===== src/hw/rtl/epmd_pkg.sv =====
`default_nettype none

package epmd_pkg;

    // Field widths.
    localparam int STEP_W = 15;
    localparam int DUTY_W = 8;
    localparam int PCT_W  = 7;

    // Configuration port geometry.
    localparam int APB_AW = 3;
    localparam int APB_DW = 32;

    // Register addresses.
    localparam logic [APB_AW-1:0] ADDR_TARGET_STEPS = 3'd0;

    // Item operation codes.
    localparam logic OP_TICK  = 1'b0;
    localparam logic OP_CLEAR = 1'b1;

    // Counter limit.
    localparam logic [STEP_W-1:0] STEP_MAX = 15'h7FFF;

    // Drive law constants.
    localparam logic [PCT_W-1:0] BASE_PCT = 7'd30;
    localparam logic [PCT_W-1:0] MAX_PCT  = 7'd100;
    // Distance at which the percentage reaches its cap: (100 - 30) * 25.
    localparam logic [STEP_W-1:0] CAP_DIST = 15'd1750;

    // Reciprocals: x/25 as (x*5243)>>17 for x < 1750, and
    // x/100 as (x*5243)>>19 for x <= 25500. Both are exact over those ranges.
    localparam logic [12:0] RECIP_25  = 13'd5243;
    localparam int          SHIFT_25  = 17;
    localparam logic [12:0] RECIP_100 = 13'd5243;
    localparam int          SHIFT_100 = 19;

endpackage

`default_nettype wire


===== src/hw/rtl/epmd_if.sv =====
`default_nettype none

// Channel that carries one tick word.
interface epmd_tick_if;
    logic valid;
    logic ready;
    logic op;
    logic left_edge;
    logic right_edge;

    modport source (output valid, output op, output left_edge, output right_edge,
                    input ready);
    modport sink (input valid, input op, input left_edge, input right_edge,
                  output ready);
endinterface

// Channel that carries one result word.
interface epmd_result_if;
    logic                        valid;
    logic                        ready;
    logic [epmd_pkg::DUTY_W-1:0] left_duty;
    logic [epmd_pkg::DUTY_W-1:0] right_duty;
    logic                        move_done;
    logic [epmd_pkg::STEP_W-1:0] left_count;
    logic [epmd_pkg::STEP_W-1:0] right_count;

    modport source (output valid, output left_duty, output right_duty, output move_done,
                    output left_count, output right_count, input ready);
    modport sink (input valid, input left_duty, input right_duty, input move_done,
                  input left_count, input right_count, output ready);
endinterface

`default_nettype wire


===== src/hw/rtl/encoder_proportional_move_drive.sv =====
`default_nettype none

// Two-wheel proportional move controller. Each tick word carries one encoder edge
// flag per wheel (or a clear that zeroes both step counters); the block keeps a
// saturating 15-bit step count per wheel and returns one result word per tick with
// both counts, a duty of floor(255*p/100) per wheel where p = 30 + (target-steps)/25
// capped at 100 (0 once the wheel has overshot), and move_done with both duties
// forced to zero once both wheels have reached target_steps. The block takes one
// word every cycle unless a stalled result channel has filled all stages. A tick
// lands in the counter stage, then moves through the percentage stage (one
// constant multiply for the /25) and the duty stage (one constant multiply for the
// /100), each registered. A stalled result channel holds the words behind it in place.
// The user writes target_steps through the APB port at byte address 0 only while no
// word is in flight; the block does not enforce this. It reads back at the same address.
module encoder_proportional_move_drive
(
    input  wire logic                                clk,
    input  wire logic                                rst_n,
    epmd_tick_if.sink                                tick,
    epmd_result_if.source                            result,
    input  wire logic                                psel,
    input  wire logic                                penable,
    input  wire logic                                pwrite,
    input  wire logic [epmd_pkg::APB_AW-1:0]         paddr,
    input  wire logic [epmd_pkg::APB_DW-1:0]         pwdata,
    output logic      [epmd_pkg::APB_DW-1:0]         prdata,
    output logic                                     pready
);

    localparam int SW = epmd_pkg::STEP_W;
    localparam int DW = epmd_pkg::DUTY_W;
    localparam int PW = epmd_pkg::PCT_W;

    // Percentage for one wheel; zero when the wheel has overshot.
    function automatic logic [PW-1:0] wheel_pct(input logic [SW-1:0] target,
                                                 input logic [SW-1:0] steps);
        logic [SW:0]   diff;
        logic [23:0]   prod;
        logic [PW-1:0] quo;
        logic [PW-1:0] pct;
        diff = {1'b0, target} - {1'b0, steps};
        prod = {13'd0, diff[10:0]} * {11'd0, epmd_pkg::RECIP_25};
        quo  = prod[epmd_pkg::SHIFT_25 +: PW];
        if (diff[SW])
        begin
            pct = '0;
        end
        else if (diff[SW-1:0] >= epmd_pkg::CAP_DIST)
        begin
            pct = epmd_pkg::MAX_PCT;
        end
        else
        begin
            pct = epmd_pkg::BASE_PCT + quo;
        end
        return pct;
    endfunction

    // Duty of floor(255*p/100).
    function automatic logic [DW-1:0] pct_duty(input logic [PW-1:0] pct);
        logic [14:0] scaled;
        logic [27:0] prod;
        scaled = {pct, 8'd0} - {8'd0, pct};
        prod   = {13'd0, scaled} * {15'd0, epmd_pkg::RECIP_100};
        return prod[epmd_pkg::SHIFT_100 +: DW];
    endfunction

    // Configuration register.
    logic [SW-1:0] target_reg;
    logic          cfg_wr;

    assign pready = 1'b1;
    assign cfg_wr = psel && penable && pwrite && pready;

    always_ff @(posedge clk or negedge rst_n)
    begin
        if (!rst_n)
        begin
            target_reg <= '0;
        end
        else if (cfg_wr && paddr == epmd_pkg::ADDR_TARGET_STEPS)
        begin
            target_reg <= pwdata[SW-1:0];
        end
    end

    always_comb
    begin
        prdata = '0;
        if (paddr == epmd_pkg::ADDR_TARGET_STEPS)
        begin
            prdata = {{(epmd_pkg::APB_DW-SW){1'b0}}, target_reg};
        end
    end

    // Pipeline flow control.
    logic cnt_valid_reg;
    logic pct_valid_reg;
    logic out_valid_reg;
    logic out_free;
    logic pct_free;
    logic cnt_free;
    logic tick_acc;

    assign out_free   = !out_valid_reg || result.ready;
    assign pct_free   = !pct_valid_reg || out_free;
    assign cnt_free   = !cnt_valid_reg || pct_free;
    assign tick.ready = cnt_free;
    assign tick_acc   = tick.valid && tick.ready;

    always_ff @(posedge clk or negedge rst_n)
    begin
        if (!rst_n)
        begin
            cnt_valid_reg <= 1'b0;
            pct_valid_reg <= 1'b0;
            out_valid_reg <= 1'b0;
        end
        else
        begin
            if (cnt_free)
            begin
                cnt_valid_reg <= tick_acc;
            end
            if (pct_free)
            begin
                pct_valid_reg <= cnt_valid_reg;
            end
            if (out_free)
            begin
                out_valid_reg <= pct_valid_reg;
            end
        end
    end

    // Step counters; they hold the counts of the word in the counter stage.
    logic [SW-1:0] left_steps_reg;
    logic [SW-1:0] right_steps_reg;
    logic [SW-1:0] left_steps_next;
    logic [SW-1:0] right_steps_next;

    always_comb
    begin
        left_steps_next  = left_steps_reg;
        right_steps_next = right_steps_reg;
        if (tick.op == epmd_pkg::OP_CLEAR)
        begin
            left_steps_next  = '0;
            right_steps_next = '0;
        end
        else
        begin
            if (tick.left_edge && left_steps_reg != epmd_pkg::STEP_MAX)
            begin
                left_steps_next = left_steps_reg + 1'b1;
            end
            if (tick.right_edge && right_steps_reg != epmd_pkg::STEP_MAX)
            begin
                right_steps_next = right_steps_reg + 1'b1;
            end
        end
    end

    always_ff @(posedge clk or negedge rst_n)
    begin
        if (!rst_n)
        begin
            left_steps_reg  <= '0;
            right_steps_reg <= '0;
        end
        else if (tick_acc)
        begin
            left_steps_reg  <= left_steps_next;
            right_steps_reg <= right_steps_next;
        end
    end

    // Percentage stage.
    logic [PW-1:0] left_pct_reg;
    logic [PW-1:0] right_pct_reg;
    logic          done_pct_reg;
    logic [SW-1:0] left_cnt_pct_reg;
    logic [SW-1:0] right_cnt_pct_reg;
    logic          done_next;

    assign done_next = (left_steps_reg >= target_reg) && (right_steps_reg >= target_reg);

    always_ff @(posedge clk)
    begin
        if (pct_free && cnt_valid_reg)
        begin
            left_pct_reg      <= done_next ? '0 : wheel_pct(target_reg, left_steps_reg);
            right_pct_reg     <= done_next ? '0 : wheel_pct(target_reg, right_steps_reg);
            done_pct_reg      <= done_next;
            left_cnt_pct_reg  <= left_steps_reg;
            right_cnt_pct_reg <= right_steps_reg;
        end
    end

    // Result register.
    logic [DW-1:0] left_duty_reg;
    logic [DW-1:0] right_duty_reg;
    logic          done_out_reg;
    logic [SW-1:0] left_cnt_out_reg;
    logic [SW-1:0] right_cnt_out_reg;

    always_ff @(posedge clk)
    begin
        if (out_free && pct_valid_reg)
        begin
            left_duty_reg     <= pct_duty(left_pct_reg);
            right_duty_reg    <= pct_duty(right_pct_reg);
            done_out_reg      <= done_pct_reg;
            left_cnt_out_reg  <= left_cnt_pct_reg;
            right_cnt_out_reg <= right_cnt_pct_reg;
        end
    end

    assign result.valid       = out_valid_reg;
    assign result.left_duty   = left_duty_reg;
    assign result.right_duty  = right_duty_reg;
    assign result.move_done   = done_out_reg;
    assign result.left_count  = left_cnt_out_reg;
    assign result.right_count = right_cnt_out_reg;

`ifndef ASSERT_OFF
    // A finished move always drives both motors off.
    assert property (@(posedge clk) disable iff (!rst_n)
        result.valid && result.move_done |-> result.left_duty == '0 && result.right_duty == '0)
    else $error("move_done with nonzero duty");

    // A clear word leaves both counters at zero.
    assert property (@(posedge clk) disable iff (!rst_n)
        tick_acc && tick.op == epmd_pkg::OP_CLEAR |=> left_steps_reg == '0 && right_steps_reg == '0)
    else $error("counters not cleared");

    // Counters never move backward on a tick word.
    assert property (@(posedge clk) disable iff (!rst_n)
        tick_acc && tick.op == epmd_pkg::OP_TICK
        |=> left_steps_reg >= $past(left_steps_reg) && right_steps_reg >= $past(right_steps_reg))
    else $error("counter decreased on tick");

    // A word in the percentage stage is kept while the result register is blocked.
    assert property (@(posedge clk) disable iff (!rst_n)
        pct_valid_reg && !out_free |=> pct_valid_reg && $stable(left_pct_reg))
    else $error("percentage stage lost a word");
`endif

endmodule

`default_nettype wire

===== src/flat_wrapper.sv =====
// flat-port wrapper written by rule: the top's interface ports become plain ports
module encoder_proportional_move_drive_flat 
  (clk, rst_n, psel, penable, pwrite, paddr, pwdata, prdata, pready, tick_valid, tick_op, tick_left_edge, tick_right_edge, tick_ready, result_valid, result_left_duty, result_right_duty, result_move_done, result_left_count, result_right_count, result_ready);
  epmd_tick_if tick_i ();
  epmd_result_if result_i ();
  input  wire logic clk;
  input  wire logic rst_n;
  input  wire logic psel;
  input  wire logic penable;
  input  wire logic pwrite;
  input  wire logic [epmd_pkg::APB_AW-1:0] paddr;
  input  wire logic [epmd_pkg::APB_DW-1:0] pwdata;
  output logic      [epmd_pkg::APB_DW-1:0] prdata;
  output logic pready;
  input wire logic [$bits(tick_i.valid)-1:0] tick_valid;
  input wire logic [$bits(tick_i.op)-1:0] tick_op;
  input wire logic [$bits(tick_i.left_edge)-1:0] tick_left_edge;
  input wire logic [$bits(tick_i.right_edge)-1:0] tick_right_edge;
  output wire logic [$bits(tick_i.ready)-1:0] tick_ready;
  output wire logic [$bits(result_i.valid)-1:0] result_valid;
  output wire logic [$bits(result_i.left_duty)-1:0] result_left_duty;
  output wire logic [$bits(result_i.right_duty)-1:0] result_right_duty;
  output wire logic [$bits(result_i.move_done)-1:0] result_move_done;
  output wire logic [$bits(result_i.left_count)-1:0] result_left_count;
  output wire logic [$bits(result_i.right_count)-1:0] result_right_count;
  input wire logic [$bits(result_i.ready)-1:0] result_ready;
  assign tick_i.valid = tick_valid;
  assign tick_i.op = tick_op;
  assign tick_i.left_edge = tick_left_edge;
  assign tick_i.right_edge = tick_right_edge;
  assign tick_ready = tick_i.ready;
  assign result_valid = result_i.valid;
  assign result_left_duty = result_i.left_duty;
  assign result_right_duty = result_i.right_duty;
  assign result_move_done = result_i.move_done;
  assign result_left_count = result_i.left_count;
  assign result_right_count = result_i.right_count;
  assign result_i.ready = result_ready;
  encoder_proportional_move_drive u_core (.clk(clk), .rst_n(rst_n), .tick(tick_i), .result(result_i), .psel(psel), .penable(penable), .pwrite(pwrite), .paddr(paddr), .pwdata(pwdata), .prdata(prdata), .pready(pready));
endmodule

===== config.mk =====
export PLATFORM = sky130hd
export DESIGN_NAME = encoder_proportional_move_drive_flat
export DESIGN_NICKNAME = d
export VERILOG_FILES = /design/src/hw/rtl/epmd_pkg.sv /design/src/hw/rtl/epmd_if.sv /design/src/hw/rtl/encoder_proportional_move_drive.sv /design/src/flat_wrapper.sv
export SDC_FILE = /design/constraint.sdc
export NUM_CORES = 1
export LEC_CHECK = 0
export ABC_AREA = 1
export BUFFER_PORTS_ARGS = -buffer_cell sky130_fd_sc_hd__buf_2
export CORE_UTILIZATION = 55
export DETAILED_ROUTE_END_ITERATION = 10
export GPL_ROUTABILITY_DRIVEN = 1
export GPL_TIMING_DRIVEN = 0
export PLACE_DENSITY_LB_ADDON = 0.25
export REMOVE_ABC_BUFFERS = 1
export SLEW_MARGIN = 0
export SYNTH_ARGS = -nofsm -noshare
export SYNTH_HDL_FRONTEND = slang
export SYNTH_SLANG_ARGS = --single-unit

===== constraint.sdc =====
create_clock -name clk -period 7.15 [get_ports clk]
set_input_delay 1.0725 -clock clk [delete_from_list [all_inputs] [get_ports clk]]
set_output_delay 1.0725 -clock clk [all_outputs]
set_load 0.005 [all_outputs]

==> flow_summary.json, run 1 <==
{
  "h-tree-depth": 4,
  "async_flop_share_pct": 34.29,
  "max_cap_viol_count": 0,
  "final_util_pct": 60.22,
  "post_cts_buffers": 0,
  "crit_top_cell": "nand2_1",
  "r2r_start": "u_core.left_steps_reg[3]",
  "start_util_pct": 55.72,
  "port_buffers": 91,
  "row_count": 71,
  "grt_pass1_vias": 16050,
  "rsz0062_at_grt": "true",
  "place_area_sq_um": 21900,
  "tightestPinTransition_ns": 1.139,
  "hold_viol_final": 0,
  "grt_max_degree": 49,
  "yosysUniqueCellTypes": 52,
  "clk_pin_slew_worst_paths_ns": 0.07,
  "yosysWarnings": 0,
  "n_fill_cell": 3361,
  "crit_start": "u_core.left_steps_reg[3]",
  "grt_overflow": 0,
  "gp_congestion": 0.9131,
  "hpwlAfterDp_um": 39890,
  "min_period_ns": 6.898,
  "vias_per_cell": 5.185,
  "netlist_instances": 2441,
  "antenna_left": 0,
  "yosysTopAreaCell": "ha_1",
  "syn-cell-area_sq_um": 20890,
  "path_class": "reg2reg",
  "track_usage_pct": 24.61,
  "slowest_delay_ns": 0.57,
  "path_max_fanout": 7,
  "fp.dieH_um": 196.9,
  "period_share_pct": 96.48,
  "finalSetupTns_ns": 0,
  "whs_ns": 0.4190,
  "synth_top_flop_cell": "edfxtp_1",
  "critPathSlowestCell": "fa_1",
  "outcome": "completed",
  "final-seq-area_sq_um": 3964,
  "core_sq_um": 37490,
  "synth_seq_cells": 140,
  "first_pass_iters": 5,
  "n_antenna_cell": 0,
  "layout-drive-gt1-share_pct": 8.536,
  "worstPathRequired_ns": 7.34,
  "wl_per_cell_um": 14.75,
  "seq_area_frac_synth_pct": 18.97,
  "synth_enable_flop_cells": 92,
  "finalSetupViolCount": 0,
  "cts.path.max_buffers": 2,
  "cts.sinks": 140,
  "clk_latency_ns": 0.43,
  "slew_headroom_pct": 24.10,
  "final_area_sq_um": 22580,
  "antenna_found_initial": 0,
  "arrival_ns": 7.08,
  "root_buffer": "clkbuf_16",
  "max_freq_mhz": 145.0,
  "io_pins": 127,
  "syn_area_per_cell_sq_um": 8.558,
  "drc_errors": 0,
  "maxSlewViolCount": 0,
  "finalNetCount": 3196,
  "num_vias": 15890,
  "cts-buffers-inserted": 17,
  "die_w_um": 196.9,
  "hp-class": "reg2reg",
  "final_cell_mix": "609 x inv_1, 394 x ha_1, 361 x nand2_1",
  "multi_input_area_sq_um": 14510,
  "wirelength_um": 45210,
  "synth.area.top_cells": "ha_1 24%, fa_1 21%, edfxtp_1 13%",
  "cp-end-kind": "flip-flop",
  "netlist.area_leader.share_pct": 23.66,
  "grt_pass1_wl_um": 75980,
  "area_delta_synth_final_pct": 8.074,
  "first_iter_violations": 897,
  "worstHoldStart": "u_core.right_cnt_pct_reg[8]",
  "layout_commonest_cell": "inv_1",
  "start_kind": "flip-flop",
  "die-area_sq_um": 38770,
  "cts_tree": "built",
  "skew_ns": 0.01142,
  "cts.hold.buffers_added": 0
}
[Yosys cell counts (3+ instances only)]
library cell,instances
o21ai_0,74
xor2_1,37
a211oi_1,4
nand2_1,361
edfxtp_1,92
a31oi_1,10
a21boi_0,3
nand4_1,30
nand3_2,4
nand3_1,81
nor2_1,147
nand3b_1,4
o21ai_2,3
a21oi_1,121
dfrtp_1,48
fa_1,215
nor4_1,8
xnor2_1,12
inv_2,20
o21bai_1,13
ha_1,395
o31ai_1,3
nand2_4,3
a21oi_2,6
or2_2,6
clkbuf_1,8
inv_1,611
nor3_2,6
o21ai_1,10
xor2_2,3
a21o_1,12
buf_4,19
nor2_2,12
nor3_1,25
nand2_2,13
[path summary, 6_finish.rpt]
check / to / slack [ns] / depth (start not counted)
worst max-delay path: u_core.left_pct_reg[5] / 0.25 / 32
worst min-delay path: u_core.result.right_count[8] / 0.42 / 0
worst max register to register: u_core.left_pct_reg[5] / 0.25 / 32
worst min register to register: u_core.result.right_count[8] / 0.42 / 0
max in group asynchronous: u_core.left_steps_reg[10] / 5.58 / 1
min in group asynchronous: u_core.target_reg[4] / 0.86 / 1
[per-stage QoR]
step	std cells	setup WS, ns
after floorplan	2429	0.9762
after global placement	3031	0.2753
after detailed placement	3032	0.07947
after CTS	3064	0.07628
after global routing	3065	-0.04934
final	3065	0.2519
[what timing repair did]
item / 4_1_cts / 5_1_grt
endpoints found under the setup margin: 0 / 11
gates resized for setup: 0 / 13
endpoints found under the hold margin: 0 / 0
[cell type report]
| cell class | count | area share (%) |
|---|---|---|
| clock buffer | 19 | 2.006 |
| clock inverter | 13 | 0.6872 |
| inverter | 632 | 10.51 |
| multi-input combinational | 1657 | 64.28 |
| sequential | 140 | 17.56 |
| tap | 511 | 2.832 |
| timing repair buffer | 93 | 2.128 |
[kinds of logic after synthesis]
logic type	share of synthesized area, %
and+or+nand+nor	14.88
buffers and inverters	12.21
adders and majority gates	44.26
AOI/OAI and AO/OA	7.217
DFF	18.97
xor gates and xnor gates	2.420
other	0.03595
[metal layers]
metal / routed length (um) / vias to the layer above / track usage, %
li1: - / 7887 / -
met1: 21540 / 7608 / 34.06
met2: 21030 / 341 / 41.33
met3: 1791 / 55 / 2.687
met4: 838 / 0 / 6.058
met5: 0 / - / 0
[critical path, delay by kind of cell, from the launching register on]
family | cells | cell delay [ns]
AO/OA/AOI/OAI | 2 | 0.41
XOR/XNOR | 1 | 0.44
adder cells (fa/ha/maj) | 8 | 3.48
buffers and inverters | 6 | 0.48
flip-flops | 1 | 0.51
AND/OR/NAND/NOR | 15 | 1.34
Power of run 1 is not shown: default switching activity piles up to over one toggle a cycle in this logic, so the estimate is an artifact.
==> run 2, diff against run 1 <==
CTS_CLUSTER_SIZE = 16   (was not set)
REMOVE_ABC_BUFFERS = not set   (was 1)
clock period = 5.58 ns   (was 7.15 ns; I/O delays follow)
==> flow_summary.json, run 2 (synthesized netlist as in run 1, its figures left out) <==
{
  "first_iter_violations": 1027,
  "grt_max_degree": 49,
  "hpwlAfterDp_um": 40440,
  "grt_pass1_vias": 17240,
  "crit_top_cell": "nand2_2",
  "core_sq_um": 37490,
  "antenna_found_initial": 0,
  "wirelength_um": 53230,
  "area_delta_synth_final_pct": 26.40,
  "fp.dieH_um": 196.9,
  "path_class": "reg2reg",
  "start_kind": "flip-flop",
  "gp_congestion": 0.9411,
  "clk_pin_slew_worst_paths_ns": 0.07,
  "finalNetCount": 3386,
  "num_vias": 17060,
  "slowest_delay_ns": 0.60,
  "first_pass_iters": 5,
  "worstPathRequired_ns": 5.76,
  "cts.hold.buffers_added": 0,
  "skew_ns": 0.01130,
  "finalSetupViolCount": 24,
  "rsz0062_at_grt": "true",
  "finalSetupTns_ns": -5.777,
  "outcome": "complete, but fails checks",
  "root_buffer": "clkbuf_16",
  "layout-drive-gt1-share_pct": 29.41,
  "antenna_left": 0,
  "io_pins": 127,
  "wl_per_cell_um": 16.35,
  "die_w_um": 196.9,
  "port_buffers": 91,
  "dp.cells": 3060,
  "layout_commonest_cell": "inv_1",
  "cts_tree": "built",
  "worst_slack_ns": -0.4640,
  "grt_pass1_wl_um": 83790,
  "slew_headroom_pct": 22.97,
  "maxSlewViolCount": 0,
  "n_antenna_cell": 0,
  "h-tree-depth": 4,
  "hp-class": "reg2reg",
  "cts-buffers-inserted": 17,
  "path_max_fanout": 4,
  "min_period_ns": 6.044,
  "clk_latency_ns": 0.44,
  "start_util_pct": 55.72,
  "cts.path.max_buffers": 2,
  "vias_per_cell": 5.241,
  "cts.sinks": 140,
  "violations": "setup timing",
  "arrival_ns": 6.22,
  "track_usage_pct": 27.27,
  "die-area_sq_um": 38770,
  "cp-end-kind": "flip-flop",
  "max_freq_mhz": 165.5,
  "drc_errors": 0,
  "grt_overflow": 0,
  "max_cap_viol_count": 0,
  "final_cell_mix": "526 x inv_1, 309 x ha_1, 288 x nand2_1",
  "period_share_pct": 108.3,
  "critPathSlowestCell": "fa_2",
  "tightestPinTransition_ns": 1.156,
  "hold_viol_final": 0,
  "row_count": 71,
  "layout.cells.non_filler": 3255
}
[run 2: cell count changes in the layout (fill, tap and decap cells not counted), moves of 70 or more]
cell,before,now
inv_2,22,92
buf_4,0,167
ha_1,394,309
nand2_1,361,288
ha_4,0,81
inv_1,609,526
[run 2: area by class of cell]
cell class / instances / area (sq um)
multi-input combinational: 1657 / 16810
fill: 2750 / 11080
clock buffer: 18 / 429.2
buffer: 28 / 193.9
tap: 511 / 639.4
timing repair buffer: 255 / 1773
inverter: 632 / 2419
sequential: 140 / 3979
clock inverter: 14 / 160.2
[run 2: final timing paths]
check                      cells after the start                           to                       start  slack, ns
min in group asynchronous                      1         u_core.target_reg[7]                       rst_n       0.62
setup / recovery                              29      u_core.right_pct_reg[5]   u_core.right_steps_reg[0]      -0.46
hold / removal                                 0  u_core.result.left_count[0]  u_core.left_cnt_pct_reg[0]       0.41
setup reg to reg                              29      u_core.right_pct_reg[5]   u_core.right_steps_reg[0]      -0.46
max in group asynchronous                      1     u_core.left_steps_reg[3]                       rst_n       4.14
hold reg to reg                                0  u_core.result.left_count[0]  u_core.left_cnt_pct_reg[0]       0.41
[run 2: timing repair]
action | CTS | global route
hold endpoints to repair | 0 | 0
gates resized for setup | 205 | 228
setup buffers | 111 | 52
setup endpoints to repair | 30 | 30
pin swaps | 131 | 169
gates cloned | 0 | 0
[run 2: worst max-delay path, delay by kind of cell, from the launching register on]
family	cells	cell delay [ns]
buffers and inverters	3	0.21
AND/OR/NAND/NOR	13	0.99
flip-flops	1	0.45
XOR/XNOR	1	0.19
AO/OA/AOI/OAI	3	0.46
adder cells (fa/ha/maj)	9	3.49
[run 2: routing by layer]
metal / global-route usage [%] / share of wire, %
met4: 6.948 / 2.2
met1: 36.72 / 45
met5: 0 / 0
met2: 46.83 / 49
met3: 3.012 / 3.9
[run 2: through the flow]
stage / hold slack, ns / setup slack [ns] / utilization, % / instance area [sq um]
2_1_floorplan: 0.4003 / -0.04877 / - / 21490
3_3_place_gp: 0.4001 / -0.7947 / 60.25 / 22590
3_5_place_dp: 0.4045 / -0.8181 / 60.33 / 22620
4_1_cts: 0.4139 / -0.4354 / 66.71 / 25010
5_1_grt: 0.4281 / -0.7719 / 70.44 / 26410
6_report: 0.4078 / -0.4640 / 70.44 / 26410
Power of run 2 is left out for the same reason.
==> run 3, diff against run 2 <==
SKIP_LAST_GASP = 1   (was not set)
==> flow_summary.json, run 3 (synthesized netlist as in run 1, its figures left out) <==
{
  "grt_overflow": 0,
  "port_buffers": 91,
  "wirelength_um": 52990,
  "h-tree-depth": 4,
  "critPathSlowestCell": "fa_1",
  "fp.dieH_um": 196.9,
  "finalSetupTns_ns": -5.883,
  "max_freq_mhz": 164.0,
  "final_cell_mix": "524 x inv_1, 314 x ha_1, 293 x nand2_1",
  "cp-end-kind": "flip-flop",
  "core_sq_um": 37490,
  "dp.cells": 3060,
  "row_count": 71,
  "cts.path.max_buffers": 2,
  "first_iter_violations": 956,
  "n_antenna_cell": 0,
  "io_pins": 127,
  "path_class": "reg2reg",
  "num_vias": 16980,
  "hp-class": "reg2reg",
  "finalNetCount": 3386,
  "worst_slack_ns": -0.5178,
  "finalSetupViolCount": 27,
  "max_cap_viol_count": 0,
  "gp_congestion": 0.9411,
  "arrival_ns": 6.27,
  "cts.sinks": 140,
  "antenna_left": 0,
  "track_usage_pct": 27.25,
  "maxSlewViolCount": 0,
  "area_delta_synth_final_pct": 25.81,
  "drc_errors": 0,
  "die_w_um": 196.9,
  "cts.hold.buffers_added": 0,
  "tightestPinTransition_ns": 1.149,
  "grt_pass1_wl_um": 83720,
  "layout.cells.non_filler": 3255,
  "skew_ns": 0.009958,
  "whs_ns": 0.4121,
  "violations": "setup timing",
  "hpwlAfterDp_um": 40440,
  "start_util_pct": 55.72,
  "cts-buffers-inserted": 17,
  "layout-drive-gt1-share_pct": 28.90,
  "root_buffer": "clkbuf_16",
  "slowest_delay_ns": 0.56,
  "vias_per_cell": 5.217,
  "wl_per_cell_um": 16.28,
  "period_share_pct": 109.3,
  "start_kind": "flip-flop",
  "grt_pass1_vias": 17240,
  "clk_pin_slew_worst_paths_ns": 0.07,
  "cts_tree": "built",
  "hold_viol_final": 0,
  "die-area_sq_um": 38770,
  "antenna_found_initial": 0,
  "path_max_fanout": 4,
  "min_period_ns": 6.098,
  "slew_headroom_pct": 23.38,
  "grt_max_degree": 49,
  "clk_latency_ns": 0.43,
  "worstPathRequired_ns": 5.76,
  "first_pass_iters": 8,
  "layout_commonest_cell": "inv_1",
  "outcome": "complete, but fails checks",
  "rsz0062_at_grt": "true"
}
[run 3: cell types whose count changed in the layout (fill, tap and decap cells not counted), sizes merged]
cell / previous run / this run
clkinvlp: 5 / 6
inv: 634 / 633
[run 3: through the flow]
stage / setup WS, ns / area [sq um] / utilization [%]
6_report: -0.5178 / 26280 / 70.11
2_1_floorplan: -0.04877 / 21490 / -
3_5_place_dp: -0.8181 / 22620 / 60.33
5_1_grt: -0.7398 / 26280 / 70.11
4_1_cts: -0.4354 / 25000 / 66.70
3_3_place_gp: -0.7947 / 22590 / 60.25
[run 3: area by class of cell]
cell class,instances,area [sq um]
Inverter,632,2425
Timing Repair Buffer,255,1767
Sequential cell,140,3978
Clock buffer,18,429.2
Tap cell,511,639.4
Fill cell,2781,11210
Multi-Input combinational cell,1657,16690
Clock inverter,14,160.2
Buffer,28,193.9
[run 3: per-layer routing]
| metal | vias up | routed length, um | global-route usage [%] |
|---|---|---|---|
| met1 | 8154 | 23670 | 36.70 |
| met4 | 0 | 1336 | 7.206 |
| met2 | 468 | 25780 | 46.77 |
| met5 | - | 0 | 0 |
| li1 | 8274 | - | - |
| met3 | 86 | 2204 | 2.909 |
[run 3: repair_timing]
| item | CTS | global route |
|---|---|---|
| resized for setup | 203 | 208 |
| pin swaps | 131 | 165 |
| cloned | 0 | 0 |
| setup buffers | 111 | 53 |
| setup endpoints to repair | 30 | 30 |
[run 3: final timing paths]
kind	from	to	slack (ns)	depth (start not counted)
setup / recovery	u_core.right_steps_reg[0]	u_core.right_pct_reg[5]	-0.52	31
max in group asynchronous	rst_n	u_core.left_steps_reg[3]	4.15	1
setup reg to reg	u_core.right_steps_reg[0]	u_core.right_pct_reg[5]	-0.52	31
hold reg to reg	u_core.left_cnt_pct_reg[0]	u_core.result.left_count[0]	0.41	0
min in group asynchronous	rst_n	u_core.target_reg[7]	0.62	1
hold / removal	u_core.left_cnt_pct_reg[0]	u_core.result.left_count[0]	0.41	0
[run 3: critical path, delay by kind of cell (launching register included)]
family                   cells  cell delay (ns)
adder cells (fa/ha/maj)      9             3.49
XOR/XNOR                     1             0.10
flip-flops                   1             0.45
AO/OA/AOI/OAI                3             0.41
AND/OR/NAND/NOR             12             1.00
buffers and inverters        6             0.38
Power of run 3 is left out for the same reason.
